`src/rtl/jms_pkg.sv`:
```
// jms_pkg: shared types, widths and constant tables for the jet momentum sum block
// no dependencies; imported by every module under rtl
package jms_pkg;

  localparam int CORDIC_STEPS_DEF = 16;

  localparam int PT_W   = 16;
  localparam int ETA_W  = 12;
  localparam int PHI_W  = 16;
  localparam int SUM_W  = 40;
  localparam int JPT_W  = 32;
  localparam int CX_W   = 43;
  localparam int CZ_W   = 34;
  localparam int LOG_W  = 42;
  localparam int MUL_W  = 33;
  localparam int PROD_W = 66;
  localparam int DIVN_W = 42;
  localparam int DIVD_W = 32;

  localparam logic [31:0] GAIN_Q30 = 32'd652032874;
  localparam logic [19:0] GAIN_Q20 = 20'd636751;
  localparam logic [15:0] LN2_Q16  = 16'd45426;
  localparam logic [10:0] ETA_SAT  = 11'd2047;

  typedef struct packed {
    logic [PT_W-1:0]          pt;
    logic signed [ETA_W-1:0]  eta;
    logic signed [PHI_W-1:0]  phi;
    logic                     last_constituent;
  } in_item_t;

  typedef struct packed {
    logic signed [SUM_W-1:0]  jet_px;
    logic signed [SUM_W-1:0]  jet_py;
    logic signed [SUM_W-1:0]  jet_pz;
    logic [JPT_W-1:0]         jet_pt;
    logic signed [ETA_W-1:0]  jet_eta;
    logic signed [PHI_W-1:0]  jet_phi;
    logic                     zero_pt;
  } out_item_t;

  typedef struct packed {
    logic start;
    logic rot_mode;
  } cordic_ctl_t;

  function automatic logic [31:0] atan_val(input logic [4:0] idx);
    logic [31:0] v;
    case (idx)
      5'd0:  v = 32'h20000000;
      5'd1:  v = 32'h12E4051E;
      5'd2:  v = 32'h09FB385B;
      5'd3:  v = 32'h051111D4;
      5'd4:  v = 32'h028B0D43;
      5'd5:  v = 32'h0145D7E1;
      5'd6:  v = 32'h00A2F61E;
      5'd7:  v = 32'h00517C55;
      5'd8:  v = 32'h0028BE53;
      5'd9:  v = 32'h00145F2F;
      5'd10: v = 32'h000A2F98;
      5'd11: v = 32'h000517CC;
      5'd12: v = 32'h00028BE6;
      5'd13: v = 32'h000145F3;
      5'd14: v = 32'h0000A2FA;
      5'd15: v = 32'h0000517D;
      5'd16: v = 32'h000028BE;
      5'd17: v = 32'h0000145F;
      5'd18: v = 32'h00000A30;
      5'd19: v = 32'h00000518;
      5'd20: v = 32'h0000028C;
      5'd21: v = 32'h00000146;
      5'd22: v = 32'h000000A3;
      5'd23: v = 32'h00000051;
      5'd24: v = 32'h00000029;
      5'd25: v = 32'h00000014;
      5'd26: v = 32'h0000000A;
      5'd27: v = 32'h00000005;
      5'd28: v = 32'h00000003;
      5'd29: v = 32'h00000001;
      5'd30: v = 32'h00000001;
      default: v = 32'h00000000;
    endcase
    return v;
  endfunction

  // exp(2^k / 256) in q20
  function automatic logic [31:0] exp_val(input logic [3:0] k);
    logic [31:0] v;
    case (k)
      4'd0:  v = 32'd1052680;
      4'd1:  v = 32'd1056800;
      4'd2:  v = 32'd1065089;
      4'd3:  v = 32'd1081861;
      4'd4:  v = 32'd1116203;
      4'd5:  v = 32'd1188192;
      4'd6:  v = 32'd1346398;
      4'd7:  v = 32'd1728810;
      4'd8:  v = 32'd2850325;
      4'd9:  v = 32'd7747987;
      4'd10: v = 32'd57250310;
      4'd11: v = 32'd3125761002;
      default: v = 32'd1048576;
    endcase
    return v;
  endfunction

endpackage

```
`src/rtl/jms_mul.sv`:
```
// jms_mul: registered signed multiplier shared by all product steps
// depends on jms_pkg
module jms_mul (
  input  logic                                clk,
  input  logic signed [jms_pkg::MUL_W-1:0]    a,
  input  logic signed [jms_pkg::MUL_W-1:0]    b,
  output logic signed [jms_pkg::PROD_W-1:0]   p_r
);
  import jms_pkg::*;

  always_ff @(posedge clk) begin
    p_r <= PROD_W'(a) * PROD_W'(b);
  end

endmodule

```
`config.mk`:
```
export PLATFORM = sky130hd
export DESIGN_NAME = jms_mul
export DESIGN_NICKNAME = d
export VERILOG_FILES = /design/src/rtl/jms_pkg.sv /design/src/rtl/jms_mul.sv
export SDC_FILE = /design/constraint.sdc
export NUM_CORES = 2
export LEC_CHECK = 0
export BUFFER_PORTS_ARGS = -buffer_cell sky130_fd_sc_hd__buf_2
export CORE_ASPECT_RATIO = 2
export CORE_UTILIZATION = 41
export DETAILED_ROUTE_END_ITERATION = 6
export PLACE_DENSITY_LB_ADDON = 0.05
export RECOVER_POWER = 25
export SETUP_SLACK_MARGIN = 0.05
export SLEW_MARGIN = 20
export SYNTH_ARGS = -nofsm -noshare
export SYNTH_HDL_FRONTEND = slang
export SYNTH_SLANG_ARGS = --single-unit
```
`constraint.sdc`:
```
create_clock -name clk -period 9.25 [get_ports clk]
set_input_delay 1.3875 -clock clk [delete_from_list [all_inputs] [get_ports clk]]
set_output_delay 1.3875 -clock clk [all_outputs]
set_load 0.05 [all_outputs]
```
==> PnR_summary.wiki <==
{| class="wikitable"
! Metric !! Value
|-
| Antenna-violating nets left || 0
|-
| First-pass GRT wire length || 216000 µm
|-
| Worst-path clk slew || 0.06 ns
|-
| Post-Layout Inst Area || 0.0440 mm²
|-
| Most used routing layer in global routing || met2
|-
| Instance count of the mapped netlist || 4338
|-
| Gates resized, CTS repair || 0
|-
| Worst-path cell with the longest stage delay || sky130_fd_sc_hd__fa_1
|-
| Total setup buffers inserted after CTS || 0
|-
| Family with the most delay on the worst path || adder cells
|-
| Die X || 225 µm
|-
| Die span in y || 448 µm
|-
| Number of buffer and inverter stages on the critical path || 7
|-
| Number of buffers on the longest clock path || 2
|-
| Detailed-routing iteration count for the pre-antenna-repair pass || 5
|-
| Top cells by area in the synthesized netlist || sky130_fd_sc_hd__fa_1 (56%), sky130_fd_sc_hd__inv_1 (10%), sky130_fd_sc_hd__and2_1 (8.6%)
|-
| Overall routing resource usage || 30.8%
|-
| Clock Tree Root || sky130_fd_sc_hd__clkbuf_16
|-
| Transition time at the pin with the least slew margin || 1.11 ns
|-
| Number of levels in the clock H-tree || 3
|-
| Final estimated routing congestion in global placement || 0.932
|-
| Max-Cap Viols || 0
|-
| Share of the synthesized area in the top cell type || 56.3%
|-
| Delay of the slowest cell on the worst path || 0.78 ns
|-
| Total number of clock tree sinks || 66
|-
| Number of pins exceeding their max-slew limit in the final report || 0
|-
| Global routing usage on met3 || 2.64%
|-
| Tightest slew margin relative to the limit || 26.2%
|-
| Number of synthesized flops with an enable pin || 0
|-
| Starting Density || 41.4%
|-
| Average vias per placed instance || 5.08
|-
| Count of yosys warnings during synthesis || 0
|-
| Largest net degree at the start of global routing || 34
|-
| TritonCTS buffer count || 9
|-
| Number of nets at the end of the flow || 5878
|-
| Commonest cells in the netlist || sky130_fd_sc_hd__fa_1 (1145), sky130_fd_sc_hd__inv_1 (1131), sky130_fd_sc_hd__and2_1 (562)
|-
| Area growth, synth to finish || 8.08%
|-
| FILL cells || 9958
|-
| Floorplan die area || 0.101 mm²
|-
| Drt wl/cell || 25.7 µm
|-
| Min-Delay Path Class || in2reg
|-
| DP Wirelength || 130000 µm
|-
| Fraction of final layout cells with drive strength greater than 1 || 7.61%
|-
| Clock tree from TritonCTS || done
|-
| Top flop regs || p_r (66)
|-
| Async SR Flop Fraction || 0%
|-
| Cell with the most instances after synthesis || sky130_fd_sc_hd__fa_1
|-
| Synth Net Count || 5767
|-
| Number of distinct standard cells referenced by the synthesized netlist || 80
|-
| Critical Path Fanout Max || 15
|-
| Fmax || 111 MHz
|-
| Register bit count reported by yosys || 66
|-
| Hold Violations, Final || 0
|-
| Area of the core region || 0.0985 mm²
|-
| Total negative slack || 0 ns
|-
| Nature of the critical path startpoint || input pin
|-
| Run status || complete, no violations
|-
| DRT iter0 DRCs || 1329
|-
| Post-synthesis instance area || 0.0407 mm²
|-
| DR DRC count || 0
|-
| Placed cell count || 5758
|-
| Type of element capturing the critical path || flip-flop
|-
| Number of input and output port buffers inserted || 132
|-
| Setup repair after global routing missed its margin || no
|-
| Number of standard-cell rows in the floorplan || 163
|-
| I/O pins || 133
|-
| Worst EP required || 9.51 ns
|-
| Library cell appearing most often on the critical path || sky130_fd_sc_hd__fa_1
|-
| Instance count on the critical path || 25
|-
| Data arrival, critical path || 9.31 ns
|-
| DR vias || 29300
|-
| Area taken by multi-input logic gates || 0.0343 mm²
|-
| Layout Cells excl Fill || 5779
|-
| Avg Inst Size Synth || 9.39 µm²
|-
| Flip-flop count of the largest register after layout || 66
|-
| Number of failing setup endpoints in the final timing report || 0
|-
| Crit path kind || in2reg
|-
| Met2 demand-to-capacity share in global routing || 60.3%
|-
| Number of antenna violations at the first check in global routing || 5
|-
| Number of global-route vias before repair || 33600
|-
| GRT Residual Overflow || 0
|-
| Sequential-to-total area share from yosys stat || 3.24%
|-
| Post-place instance area || 0.0438 mm²
|-
| Synth area leader || sky130_fd_sc_hd__fa_1
|-
| Fraction of the cycle the final worst path needs || 97.8%
|-
| Largest register by flop count || p_r
|-
| Most instantiated flip-flop cell in the synthesis netlist || sky130_fd_sc_hd__dfxtp_1
|-
| Wirelength, routed || 149000 µm
|-
| Clock period minus final worst setup slack || 9.05 ns
|-
| Global Route met1 Usage || 25.4%
|-
| Count of cells along the worst hold path || 3
|-
| Hold-fix buffer count after cts || 0
|-
| Seq. cell area || 0.00132 mm²
|}
-- metrics by stage --
step	worst slack [ns]	util (%)	hold WS [ns]
global route	0.113	44.7	1.73
detailed placement	0.132	44.4	1.86
CTS	0.483	44.7	1.69
finish	0.203	44.7	1.71
global placement	0.115	44.4	1.86
floorplan	0.626	-	1.51
-- placed cells by master, fill, tap and decap left out, drive strengths merged, types with 3 or more instances in the layout --
cell	instances
xnor2	43
or2	3
a21oi	61
o211ai	5
ha	217
buf	288
a221oi	3
nor2	68
a21boi	3
o31ai	7
nand4	12
nor2b	5
o21a	6
clkbuf	43
and3	6
a211oi	11
o21ai	33
dfxtp	66
or3	3
a21o	38
and2	563
inv	1131
nand3	26
nor3	7
and4	5
o21bai	11
nand2b	12
diode	6
nor4	3
xor2	25
a211o	6
fa	1145
clkinv	3
a31oi	9
nand2	551
-- cell type report --
cell class / count / share of cell area (%)
Antenna cell: 6 / 0.0341
Clock buffer: 10 / 0.520
Clock inverter: 5 / 0.128
Inverter: 1131 / 9.64
Multi-Input combinational cell: 2920 / 78.0
Sequential cell: 66 / 3.00
Tap cell: 1320 / 3.75
Timing Repair Buffer: 321 / 4.97
-- routing by layer --
metal,wire (µm),part of all wire (%)
met4,19300,13
met2,85700,58
met1,40100,27
met3,3630,2.4
met5,13,0.0087
-- worst paths after layout --
path	start	endpoint	slack [ns]
setup / recovery	a[16]	p_r[64]	0.20
hold / removal	b[0]	p_r[0]	1.71
-- kinds of logic (layout without fill, tap and decap cells) --
logic type	Yosys count	after routing	synth area share [%]
AO/OA/AOI/OAI	219	219	4.07
adder cells (fa/ha/maj)	1362	1362	62.9
AND/OR/NAND/NOR	1271	1271	15.8
flip-flops	66	66	3.24
buffers and inverters	1352	1467	12.5
other	0	6	0
XOR/XNOR	68	68	1.46
Power is not shown: default switching activity piles up to over one toggle a cycle in this logic, so the estimate is an artifact.
