File: src/rtl/jms_pkg.sv
// jms_pkg: shared types, widths and constant tables for the jet momentum sum block
// no dependencies; imported by every module under rtl
package jms_pkg;

  localparam int CORDIC_STEPS_DEF = 16;

  localparam int PT_W   = 16;
  localparam int ETA_W  = 12;
  localparam int PHI_W  = 16;
  localparam int SUM_W  = 40;
  localparam int JPT_W  = 32;
  localparam int CX_W   = 43;
  localparam int CZ_W   = 34;
  localparam int LOG_W  = 42;
  localparam int MUL_W  = 33;
  localparam int PROD_W = 66;
  localparam int DIVN_W = 42;
  localparam int DIVD_W = 32;

  localparam logic [31:0] GAIN_Q30 = 32'd652032874;
  localparam logic [19:0] GAIN_Q20 = 20'd636751;
  localparam logic [15:0] LN2_Q16  = 16'd45426;
  localparam logic [10:0] ETA_SAT  = 11'd2047;

  typedef struct packed {
    logic [PT_W-1:0]          pt;
    logic signed [ETA_W-1:0]  eta;
    logic signed [PHI_W-1:0]  phi;
    logic                     last_constituent;
  } in_item_t;

  typedef struct packed {
    logic signed [SUM_W-1:0]  jet_px;
    logic signed [SUM_W-1:0]  jet_py;
    logic signed [SUM_W-1:0]  jet_pz;
    logic [JPT_W-1:0]         jet_pt;
    logic signed [ETA_W-1:0]  jet_eta;
    logic signed [PHI_W-1:0]  jet_phi;
    logic                     zero_pt;
  } out_item_t;

  typedef struct packed {
    logic start;
    logic rot_mode;
  } cordic_ctl_t;

  function automatic logic [31:0] atan_val(input logic [4:0] idx);
    logic [31:0] v;
    case (idx)
      5'd0:  v = 32'h20000000;
      5'd1:  v = 32'h12E4051E;
      5'd2:  v = 32'h09FB385B;
      5'd3:  v = 32'h051111D4;
      5'd4:  v = 32'h028B0D43;
      5'd5:  v = 32'h0145D7E1;
      5'd6:  v = 32'h00A2F61E;
      5'd7:  v = 32'h00517C55;
      5'd8:  v = 32'h0028BE53;
      5'd9:  v = 32'h00145F2F;
      5'd10: v = 32'h000A2F98;
      5'd11: v = 32'h000517CC;
      5'd12: v = 32'h00028BE6;
      5'd13: v = 32'h000145F3;
      5'd14: v = 32'h0000A2FA;
      5'd15: v = 32'h0000517D;
      5'd16: v = 32'h000028BE;
      5'd17: v = 32'h0000145F;
      5'd18: v = 32'h00000A30;
      5'd19: v = 32'h00000518;
      5'd20: v = 32'h0000028C;
      5'd21: v = 32'h00000146;
      5'd22: v = 32'h000000A3;
      5'd23: v = 32'h00000051;
      5'd24: v = 32'h00000029;
      5'd25: v = 32'h00000014;
      5'd26: v = 32'h0000000A;
      5'd27: v = 32'h00000005;
      5'd28: v = 32'h00000003;
      5'd29: v = 32'h00000001;
      5'd30: v = 32'h00000001;
      default: v = 32'h00000000;
    endcase
    return v;
  endfunction

  // exp(2^k / 256) in q20
  function automatic logic [31:0] exp_val(input logic [3:0] k);
    logic [31:0] v;
    case (k)
      4'd0:  v = 32'd1052680;
      4'd1:  v = 32'd1056800;
      4'd2:  v = 32'd1065089;
      4'd3:  v = 32'd1081861;
      4'd4:  v = 32'd1116203;
      4'd5:  v = 32'd1188192;
      4'd6:  v = 32'd1346398;
      4'd7:  v = 32'd1728810;
      4'd8:  v = 32'd2850325;
      4'd9:  v = 32'd7747987;
      4'd10: v = 32'd57250310;
      4'd11: v = 32'd3125761002;
      default: v = 32'd1048576;
    endcase
    return v;
  endfunction

endpackage

File: src/rtl/jms_div.sv
// jms_div: restoring divider, one quotient bit per cycle
// depends on jms_pkg (widths)
module jms_div (
  input  logic                          clk,
  input  logic                          rst_n,
  input  logic                          start,
  input  logic [jms_pkg::DIVN_W-1:0]    num,
  input  logic [jms_pkg::DIVD_W-1:0]    den,
  output logic [jms_pkg::DIVN_W-1:0]    quo_r,
  output logic                          done_r
);
  import jms_pkg::*;

  localparam int CW = $clog2(DIVN_W + 1);

  logic [DIVD_W-1:0] den_r;
  logic [DIVD_W-1:0] rem_r;
  logic [CW-1:0]     cnt_r;
  logic              busy_r;
  logic [DIVD_W:0]   trial;
  logic              ge;

  assign trial = {rem_r, quo_r[DIVN_W-1]};
  assign ge    = (trial >= {1'b0, den_r});

  always_ff @(posedge clk) begin
    if (!rst_n) begin
      busy_r <= 1'b0;
      done_r <= 1'b0;
      cnt_r  <= '0;
    end else begin
      done_r <= 1'b0;
      if (start) begin
        busy_r <= 1'b1;
        cnt_r  <= '0;
      end else if (busy_r) begin
        cnt_r <= cnt_r + 1'b1;
        if (cnt_r == CW'(DIVN_W - 1)) begin
          busy_r <= 1'b0;
          done_r <= 1'b1;
        end
      end
    end
  end

  always_ff @(posedge clk) begin
    if (start) begin
      den_r <= den;
      rem_r <= '0;
      quo_r <= num;
    end else if (busy_r) begin
      rem_r <= ge ? DIVD_W'(trial - {1'b0, den_r}) : trial[DIVD_W-1:0];
      quo_r <= {quo_r[DIVN_W-2:0], ge};
    end
  end

endmodule

File: config.mk
export PLATFORM = sky130hd
export DESIGN_NAME = jms_div
export DESIGN_NICKNAME = d
export VERILOG_FILES = /design/src/rtl/jms_pkg.sv /design/src/rtl/jms_div.sv
export SDC_FILE = /design/constraint.sdc
export NUM_CORES = 1
export LEC_CHECK = 0
export BUFFER_PORTS_ARGS = -buffer_cell sky130_fd_sc_hd__clkbuf_2
export CAP_MARGIN = 20
export CORE_AREA = 2 2 130 101
export DETAILED_ROUTE_END_ITERATION = 10
export DIE_AREA = 0 0 132 103
export PLACE_DENSITY = 0.76
export SLEW_MARGIN = 20
export SYNTH_ARGS = -nofsm -noshare
export SYNTH_HDL_FRONTEND = slang
export SYNTH_SLANG_ARGS = --single-unit
File: constraint.sdc
create_clock -name clk -period 4.8 [get_ports clk]
set_input_delay 0.24 -clock clk [delete_from_list [all_inputs] [get_ports clk]]
set_output_delay 0.24 -clock clk [all_outputs]
set_load 0.03 [all_outputs]
==> flow_metrics.tcl, run 1 <==
set metrics [dict create \
    slew_headroom 0.2803 \
    layout.nets 879 \
    grt_pass1_wl_mm 23.21 \
    synthCells 620 \
    syn_nets 732 \
    critical_path.cell_chain "inv_1, ha_1, a21o_1, a21oi_2, a21oi_2, nor4b_2, nor3_2, o211ai_1, nand2_1, mux2_2" \
    die_area_sq_um 13600 \
    first_pass_iters 5 \
    start_util 0.5135 \
    setup_tns_ns 0 \
    io_buffers 119 \
    power_density_nw_per_um2 402.3 \
    max_freq_ghz 0.2886 \
    total_leakage_power_nw 3.378 \
    timing.hold.ws_ns 0.01671 \
    core_region_area_sq_um 12480 \
    drc 0 \
    critPathMaxStageDelay_ns 0.68 \
    layout-drive-gt1-share 0.2824 \
    cp-end-kind "register" \
    yosys_warnings 0 \
    hold_viol 0 \
    crit_family "simple AND/OR/NAND/NOR gates" \
    synth-edff-count 74 \
    synth_fa_ha_area_frac 0.06952 \
    synth_compound_area_frac 0.1740 \
    finalCritPeriodShare 0.7218 \
    syn_avg_cell_area_sq_um 10.33 \
    max_cap_viol_count 0 \
    slew_violations 0 \
    cts_tree "yes" \
    drt_wl_total_mm 14.82 \
    cts.sinks 114 \
    gp_congestion 0.8756 \
    cts_buffer_depth 2 \
    yosysTopAreaCell "edfxtp_1" \
    layout.cells.non_filler 950 \
    synth_top_family_by_area "compound AO/OA/AOI/OAI gates" \
    die_h_um 103 \
    arrival_ns 3.62 \
    path_clk_slew_ns 0.05 \
    tightest_slew_ns 1.077 \
    synth_xor_area_frac 0.03691 \
    wl_per_cell_um 15.60 \
    numCtsBuffers 17 \
    hold_path.class "input pin to register" \
    first_iter_violations 300 \
    register_area_sq_um 3024 \
    synthMuxAreaShare 0.07381 \
    htree_num_levels 4 \
    io_pins 120 \
    required_ns 4.96 \
    cts_root_buffer "clkbuf_16" \
    synth-simple-area-share 0.1299 \
    hpwl_mm 10.41 \
    power_mw 3.243 \
    status "finished, final reports clean" \
    cpMostUsedCell "a21oi_2" \
    syn-cell-area_sq_um 6407 \
    rsz0062_at_grt "false" \
    die_w_um 132 \
    ys_seq_elements 114 \
    grt_usage 0.2151 \
    dr_total_vias 5257 \
    final.fill_count 1003 \
    cpMaxStageDelayCell "nand2_1" \
    cts_resized 0 \
    antenna_found_initial 0 \
    ys_seq_area_frac 0.4718 \
    synth_top_flop_cell "edfxtp_1" \
    async_reset_ff_frac 0 \
    multi_input_area_sq_um 3102 \
    timing.critical_path.buf_inv 1 \
    placedCellCount 889 \
    viasPerCell 5.534 \
    num_rows 36 \
    cp-start-kind "register" \
    grt_pass1_vias 4839 \
    synth_area_leaders "edfxtp_1 35%, dfxtp_1 12%, mux2_2 7.4%" \
    grt_start_max_net_pins 69 \
    cp_max_fo 30 \
    synth_top_area_frac 0.3468 \
    overflow 0 \
    clock_latency_ns 0.42 \
    yosysUniqueCellTypes 55 \
    post_cts_buffers 0 \
    ant_nets 0 \
    finClkSkew_ns 0.008136 \
    area_delta_synth_final_pct 25.83 \
    peakVddDrop_v 0.0002967 \
    period_needed_ns 3.465 \
    antenna_cells 0 \
    cts_hold_buf 30 \
    path_class "register to register" \
    finalSetupViolations 0 \
]
==> path summary, 6_finish.rpt <==
| path | start | to | slack, ns | cells after the start |
|---|---|---|---|---|
| worst max-delay path | den_r[3] | quo_r[0] | 1.34 | 10 |
| worst max register to register | den_r[3] | quo_r[0] | 1.34 | 10 |
| worst min register to register | cnt_r[5] | done_r | 0.49 | 2 |
| worst min-delay path | den[24] | den_r[24] | 0.02 | 1 |
==> Yosys cell counts, types with 2 or more instances <==
master	n
nor3_1	6
mux2_2	42
nand3b_1	2
inv_1	45
a21oi_1	45
o21ai_1	3
a32oi_1	3
nand2_1	78
nand3_1	14
a211oi_1	3
buf_4	4
clkbuf_1	18
xor2_1	11
a31oi_1	3
or3_1	4
a311oi_1	8
nand4_1	8
o211ai_1	11
o21a_1	2
dfxtp_1	40
nor2b_1	6
nand2b_1	5
ha_1	34
edfxtp_1	74
buf_1	2
xnor2_1	16
a21oi_2	2
o21bai_1	4
a21boi_0	3
a2bb2oi_1	3
nor2_1	48
a21o_1	10
a311oi_2	17
o21ai_0	25
==> state kept, by name (all words and copies together), names as in the netlist <==
register and flops:
busy_r 1, cnt_r 6, den_r 32, done_r 1
quo_r 42, rem_r 32
==> through the flow <==
| step | instance area, sq um | worst slack (ns) | utilization |
|---|---|---|---|
| 2_1_floorplan | 6407 | 2.048 | - |
| 3_3_place_gp | 7141 | 1.474 | 0.5723 |
| 3_5_place_dp | 7141 | 1.368 | 0.5723 |
| 4_1_cts | 8063 | 1.359 | 0.6462 |
| 5_1_grt | 8063 | 1.103 | 0.6462 |
| 6_report | 8063 | 1.335 | 0.6462 |
==> where the power goes <==
group	switching [mW]	total [mW]	internal, mW
registers	0.0492	1.20	1.15
logic	0.434	0.709	0.275
clock network	0.429	1.34	0.910
total	0.912	3.24	2.33
==> kinds of logic (layout without fill, tap and decap cells) <==
kind of cell    count (synthesis)  count (layout)
flops                         114             114
fa+ha+maj                      35              35
simple gates                  181             181
xor+xnor                       27              27
mux                            42              42
buf+inv                        71             230
compound gates                150             150
==> per-layer routing <==
metal	vias up	share of wire	GRT usage
li1	2559	-	-
met1	2521	0.46	0.2846
met2	164	0.47	0.3450
met3	13	0.062	0.05408
met4	0	0.012	0.08278
met5	-	0	0
==> worst register-to-register path, stage by stage (launching register included) <==
cell and delay, ns:
edfxtp_1 0.32, inv_1 0.06, ha_1 0.37, a21o_1 0.22
a21oi_2 0.20, a21oi_2 0.10, nor4b_2 0.36, nor3_2 0.11
o211ai_1 0.24, nand2_1 0.68, mux2_2 0.56
==> layout by cell type, fill, tap and decap left out, types with 2 or more instances in the layout <==
cell type	n
o21bai_1	4
o211ai_1	11
buf_4	5
dlygate4sd3_1	30
bufinv_16	5
a2bb2oi_1	3
a21boi_0	3
clkinv_1	4
inv_1	45
a21o_1	10
xor2_1	11
nor3_1	6
clkbuf_1	2
or3_1	4
o21a_1	2
a21oi_1	45
a21oi_2	2
edfxtp_1	74
clkinv_4	2
mux2_2	42
a32oi_1	3
ha_1	34
dfxtp_1	39
nand4_1	8
clkinv_2	2
xnor2_1	16
clkbuf_2	118
o21ai_1	3
a211oi_1	3
nand2b_1	5
nand3_1	14
clkbuf_16	17
o21ai_0	25
nand3b_1	2
a311oi_1	8
nor2b_1	6
a311oi_2	17
a31oi_1	3
nand2_1	78
nor2_1	48
==> layout make-up <==
class,count,share of cell area
multi-input combinational,435,0.3847
sequential,114,0.3751
timing repair buffer,153,0.1151
clock buffer,19,0.05369
tap,171,0.02654
clock inverter,12,0.02343
inverter,46,0.02142
No activity file was read; power rests on OpenSTA's default activity.
==> run 2: changes to the inputs <==
--- a/config.mk
+++ b/config.mk
@@ -5,12 +5,13 @@
 export SDC_FILE = /design/constraint.sdc
 export NUM_CORES = 1
 export LEC_CHECK = 0
+export ABC_AREA = 1
 export BUFFER_PORTS_ARGS = -buffer_cell sky130_fd_sc_hd__clkbuf_2
 export CAP_MARGIN = 20
-export CORE_AREA = 2 2 130 101
+export CORE_AREA = 2 2 138 106
 export DETAILED_ROUTE_END_ITERATION = 10
-export DIE_AREA = 0 0 132 103
-export PLACE_DENSITY = 0.76
+export DIE_AREA = 0 0 140 108
+export PLACE_DENSITY = 0.75
 export SLEW_MARGIN = 20
 export SYNTH_ARGS = -nofsm -noshare
 export SYNTH_HDL_FRONTEND = slang
==> constraint.sdc (replaced) <==
create_clock -name clk -period 3.45 [get_ports clk]
set_input_delay 0.1725 -clock clk [delete_from_list [all_inputs] [get_ports clk]]
set_output_delay 0.1725 -clock clk [all_outputs]
set_load 0.03 [all_outputs]
==> run 2 against run 1 <==
Effect of this change:
- hold slack better by 0.011 ns
- total power is 16% higher
- flip-flop and latch count unchanged
- largest cell class unchanged
- utilization is 0.27 points lower
- via count up 26%
- routed wire length up 23%
- count of clock-buffer cells in the layout unchanged
- die area increased by 11%
- worst setup slack worse by 0.45 ns
==> flow_metrics.tcl, run 2 <==
set metrics [dict create \
    cp-start-kind "register" \
    cts_buffer_depth 2 \
    ys_seq_elements 114 \
    status "finished, final reports clean" \
    largest_reg_flops 42 \
    required_ns 3.72 \
    rsz0062_at_grt "false" \
    synthCells 1008 \
    arrival_ns 2.83 \
    first_pass_iters 7 \
    async_reset_ff_frac 0 \
    cts_root_buffer "clkbuf_16" \
    total_leakage_power_nw 4.691 \
    grt_pass1_vias 6134 \
    synth_top_flop_cell "edfxtp_1" \
    cp-end-kind "register" \
    cp_max_fo 34 \
    synth_top_family_by_area "simple AND/OR/NAND/NOR gates" \
    layout_top_registers "quo_r (42), den_r (32), rem_r (32)" \
    synth-simple-area-share 0.3472 \
    antenna_found_initial 0 \
    syn-cell-area_sq_um 7164 \
    htree_num_levels 4 \
    grt_pass1_wl_mm 30.18 \
    finClkSkew_ns 0.01445 \
    grt_start_max_net_pins 77 \
    syn_nets 1120 \
    first_iter_violations 468 \
    ys_seq_area_frac 0.4219 \
    area_delta_synth_final_pct 22.67 \
    numCtsBuffers 17 \
    antenna_cells 0 \
    synthMuxAreaShare 0 \
    power_density_nw_per_um2 428.8 \
    viasPerCell 4.901 \
    die_w_um 140 \
    top_register "quo_r" \
    utilization 0.6435 \
    setup_tns_ns 0 \
    gp_congestion 0.9709 \
    io_buffers 119 \
    synth_area_leaders "edfxtp_1 31%, nand2_1 21%, dfxtp_1 11%" \
    finalCritPeriodShare 0.7440 \
    final.fill_count 1227 \
    synth_fa_ha_area_frac 0.06217 \
    synth_common_cells "409 x nand2_1, 176 x inv_1, 80 x nand3_1" \
    hold_path.class "input pin to register" \
    layout-drive-gt1-share 0.1506 \
    overflow 0 \
    cts_tree "yes" \
    peakVddDrop_v 0.0003046 \
    layout.nets 1274 \
    tightest_slew_ns 0.9062 \
    synth-edff-count 74 \
    slew_headroom 0.3959 \
    finalSetupViolations 0 \
    crit_family "simple AND/OR/NAND/NOR gates" \
    hpwl_mm 13.17 \
    yosysMostFrequentCell "nand2_1" \
    max_freq_ghz 0.3896 \
    path_clk_slew_ns 0.06 \
    core_region_area_sq_um 13660 \
    period_needed_ns 2.567 \
    timing.critical_path.buf_inv 1 \
    synth_top_area_frac 0.3102 \
    synth_xor_area_frac 0.01711 \
    final_common_cell "nand2_1" \
    start_util 0.5246 \
    drt_wl_total_mm 18.18 \
    cpMaxStageDelayCell "nand2_4" \
    mostFrequentLayoutCells "409 x nand2_1, 176 x inv_1, 118 x clkbuf_2" \
    dr_total_vias 6617 \
    slew_violations 0 \
    hold_viol 0 \
    num_rows 37 \
    path_class "register to register" \
    synth_compound_area_frac 0.04104 \
    syn_avg_cell_area_sq_um 7.108 \
    wl_per_cell_um 13.46 \
    grt_usage 0.2519 \
    yosys_warnings 0 \
    ant_nets 0 \
    critical_path.cell_chain "inv_1, ha_1, nand2_1, nor2_1, and3_1, nand2_4, nand2_4, nand2_1, nand3_1, o21ai_1" \
    max_cap_viol_count 0 \
    io_pins 120 \
    drc 0 \
    yosysUniqueCellTypes 33 \
    yosysTopAreaCell "edfxtp_1" \
    die_area_sq_um 15120 \
    critPathMaxStageDelay_ns 0.42 \
    clock_latency_ns 0.41 \
    cts.sinks 114 \
    die_h_um 108 \
]
[run 2: timing repair]
item / CTS / global route
hold buffers: 33 / 0
endpoints found under the setup margin: 0 / 0
resized for setup: 0 / 0
endpoints found under the hold margin: 33 / 0
buffers inserted: 0 / 0
[run 2: metrics by stage]
stage	hold WS, ns	cells	instance area (sq um)	power [mW]	setup slack (ns)
floorplan	0.2714	1008	7164	1.954	0.8515
global route	0.01781	1350	8788	3.927	0.6636
finish	0.02765	1350	8788	3.769	0.8831
global placement	0.3507	1285	7910	2.125	1.023
detailed placement	0.3511	1285	7910	2.127	0.9785
CTS	0.01584	1350	8788	3.795	0.9527
[run 2: cell families (layout without fill, tap and decap cells)]
group / after synthesis / in the layout
buffers and inverters: 202 / 369
and+or+nand+nor: 588 / 588
xor gates and xnor gates: 14 / 14
AOI/OAI and AO/OA: 55 / 55
adders and majority gates: 35 / 35
DFF: 114 / 114
[run 2: final cells by class]
type,instances,area [sq um],area share
clock buffers,19,432.9,0.04926
inverters,178,668.1,0.07603
clock inverters,13,115.1,0.01310
flip-flops and latches,114,3023,0.3440
well taps,175,219.0,0.02491
multi-input cells,692,3352,0.3814
repair buffers,159,978.4,0.1113
[run 2: worst paths after layout]
kind / start / to / slack [ns] / depth (start not counted)
worst max-delay path: den_r[17] / rem_r[12] / 0.88 / 10
worst min-delay path: num[40] / quo_r[40] / 0.03 / 3
worst max register to register: den_r[17] / rem_r[12] / 0.88 / 10
worst min register to register: rem_r[21] / rem_r[21] / 0.47 / 2
[run 2: metal layers]
layer,part of all wire,track usage,vias up
met5,0,0,-
met4,0.0090,0.05051,0
met3,0.072,0.05580,18
met2,0.41,0.3740,227
met1,0.51,0.3795,2920
li1,-,-,3452
[run 2: where the power goes]
| part | switching (mW) | total (mW) | internal [mW] |
|---|---|---|---|
| registers | 0.0442 | 1.60 | 1.56 |
| logic | 0.350 | 0.531 | 0.181 |
| clock network | 0.650 | 1.64 | 0.986 |
| total | 1.04 | 3.77 | 2.72 |
[run 2: worst min-delay path: cells and delay by family]
| family | cells | cell delay [ns] |
|---|---|---|
| simple gates | 2 | 0.09 |
| buf+inv | 1 | 0.07 |
==> run 3: changes to the inputs <==
==> constraint.sdc (replaced) <==
create_clock -name clk -period 2.4 [get_ports clk]
set_input_delay 0.12 -clock clk [delete_from_list [all_inputs] [get_ports clk]]
set_output_delay 0.12 -clock clk [all_outputs]
set_load 0.03 [all_outputs]
==> run 3 against run 2 <==
Effect of this change:
- the run now ends with design-rule violations left
- final area rose by 6.7%
- largest cell class unchanged
- total power increased by 51%
- highest routed layer unchanged
- sequential power grew 44%
- clock skew up 0.0031 ns
- flip-flop and latch count unchanged
- worst setup slack got worse by 0.75 ns
==> flow_metrics.tcl, run 3 (synthesized netlist as in run 2, its figures left out) <==
set metrics [dict create \
    start_util 0.5246 \
    hpwl_mm 13.32 \
    critical_path.cell_chain "inv_1, ha_1, a21oi_2, nor2_1, nor3_1, nand3_2, nor2_4, buf_8, nand3_1, nand2_1, inv_1, nand2_1, nand2_1" \
    total_leakage_power_nw 4.958 \
    cts_tree "yes" \
    viasPerCell 5.064 \
    power_density_nw_per_um2 607.9 \
    num_rows 37 \
    htree_num_levels 4 \
    top_register "quo_r" \
    clock_latency_ns 0.42 \
    grt_usage 0.2804 \
    cts_root_buffer "clkbuf_16" \
    max_freq_ghz 0.4416 \
    status "complete, but fails checks" \
    cts_buffer_depth 2 \
    grt_start_max_net_pins 55 \
    core_region_area_sq_um 13660 \
    wl_per_cell_um 14.60 \
    tightest_slew_ns 0.5825 \
    cpMaxStageDelayCell "ha_1" \
    finClkSkew_ns 0.01752 \
    dpl_cell_area_sq_um 7988 \
    ant_nets 0 \
    rsz0062_at_grt "true" \
    slew_headroom 0.6117 \
    first_pass_iters 10 \
    path_clk_slew_ns 0.06 \
    io_pins 120 \
    path_class "register to register" \
    finalSetupViolations 0 \
    grt_pass1_vias 6979 \
    hold_viol 0 \
    cp_max_fo 19 \
    violations "design-rule violations" \
    period_needed_ns 2.264 \
    critPathMaxStageDelay_ns 0.40 \
    timing.hold.ws_ns 0.1292 \
    required_ns 2.71 \
    area_delta_synth_final_pct 30.84 \
    io_buffers 119 \
    drc 4 \
    grt_pass1_wl_mm 33.70 \
    cts.sinks 114 \
    cp-end-kind "register" \
    first_iter_violations 542 \
    utilization 0.6864 \
    mostFrequentLayoutCells "407 x nand2_1, 175 x inv_1, 118 x clkbuf_2" \
    cpMostUsedCell "nand2_1" \
    layout_top_registers "quo_r (42), den_r (32), rem_r (32)" \
    dr_total_vias 7094 \
    setup_tns_ns 0 \
    drt_wl_total_mm 20.45 \
    die_w_um 140 \
    finalCritPeriodShare 0.9435 \
    numCtsBuffers 17 \
    hold_path.class "input pin to register" \
    max_cap_viol_count 0 \
    arrival_ns 2.57 \
    cp-start-kind "register" \
    timing.critical_path.buf_inv 3 \
    gp_congestion 0.9701 \
    slew_violations 0 \
    overflow 0 \
    die_area_sq_um 15120 \
    postLayoutCellArea_sq_um 9374 \
    crit_family "simple AND/OR/NAND/NOR gates" \
    antenna_found_initial 0 \
    largest_reg_flops 42 \
    peakVddDrop_v 0.0004638 \
    final_common_cell "nand2_1" \
    layout.nets 1324 \
    power_mw 5.699 \
    die_h_um 108 \
    layout-drive-gt1-share 0.1576 \
]
## run 3: final timing paths
check / from / endpoint / slack [ns] / depth (start not counted)
max reg2reg: den_r[30] / rem_r[30] / 0.14 / 13
min: num[0] / quo_r[0] / 0.13 / 3
max: den_r[30] / rem_r[30] / 0.14 / 13
min reg2reg: rem_r[20] / rem_r[20] / 0.47 / 2
## run 3: power breakdown
| part | switching (mW) | internal, mW |
|---|---|---|
| Clock | 1.01 | 1.53 |
| Sequential | 0.0695 | 2.24 |
| Combinational | 0.541 | 0.316 |
## run 3: worst reg2reg max path: cells and delay by family (launching register included)
kind / cells / cell delay, ns
fa+ha+maj: 1 / 0.40
buf+inv: 3 / 0.30
flops: 1 / 0.33
compound gates: 1 / 0.21
simple gates: 8 / 0.90
## run 3: through the flow
stage	worst slack [ns]	cells
6_report	0.1357	1401
2_1_floorplan	0.2710	1008
3_5_place_dp	0.02693	1292
4_1_cts	0.01771	1399
3_3_place_gp	0.002532	1292
5_1_grt	-0.02395	1400
## run 3: per-layer routing
metal	vias up	wire [um]	global-route usage
li1	3560	-	-
met4	0	235	0.08802
met2	292	9149	0.4529
met5	-	0	0
met3	23	1673	0.06377
met1	3219	9390	0.3797
## run 3: layout make-up
cell class	instances	area, sq um
sequential	114	3023
clock buffer	20	467.9
inverter	178	668.1
antenna	1	2.502
clock inverter	12	120.1
fill	1075	4283
tap	175	219.0
timing repair buffer	209	1495
multi-input combinational	692	3378
## run 3: timing repair
item | 4_1_cts | 5_1_grt
endpoints found under the hold margin | 74 | 0
resized for setup | 0 | 10
hold buffers | 75 | 0
setup buffers | 0 | 1
setup endpoints to repair | 0 | 32
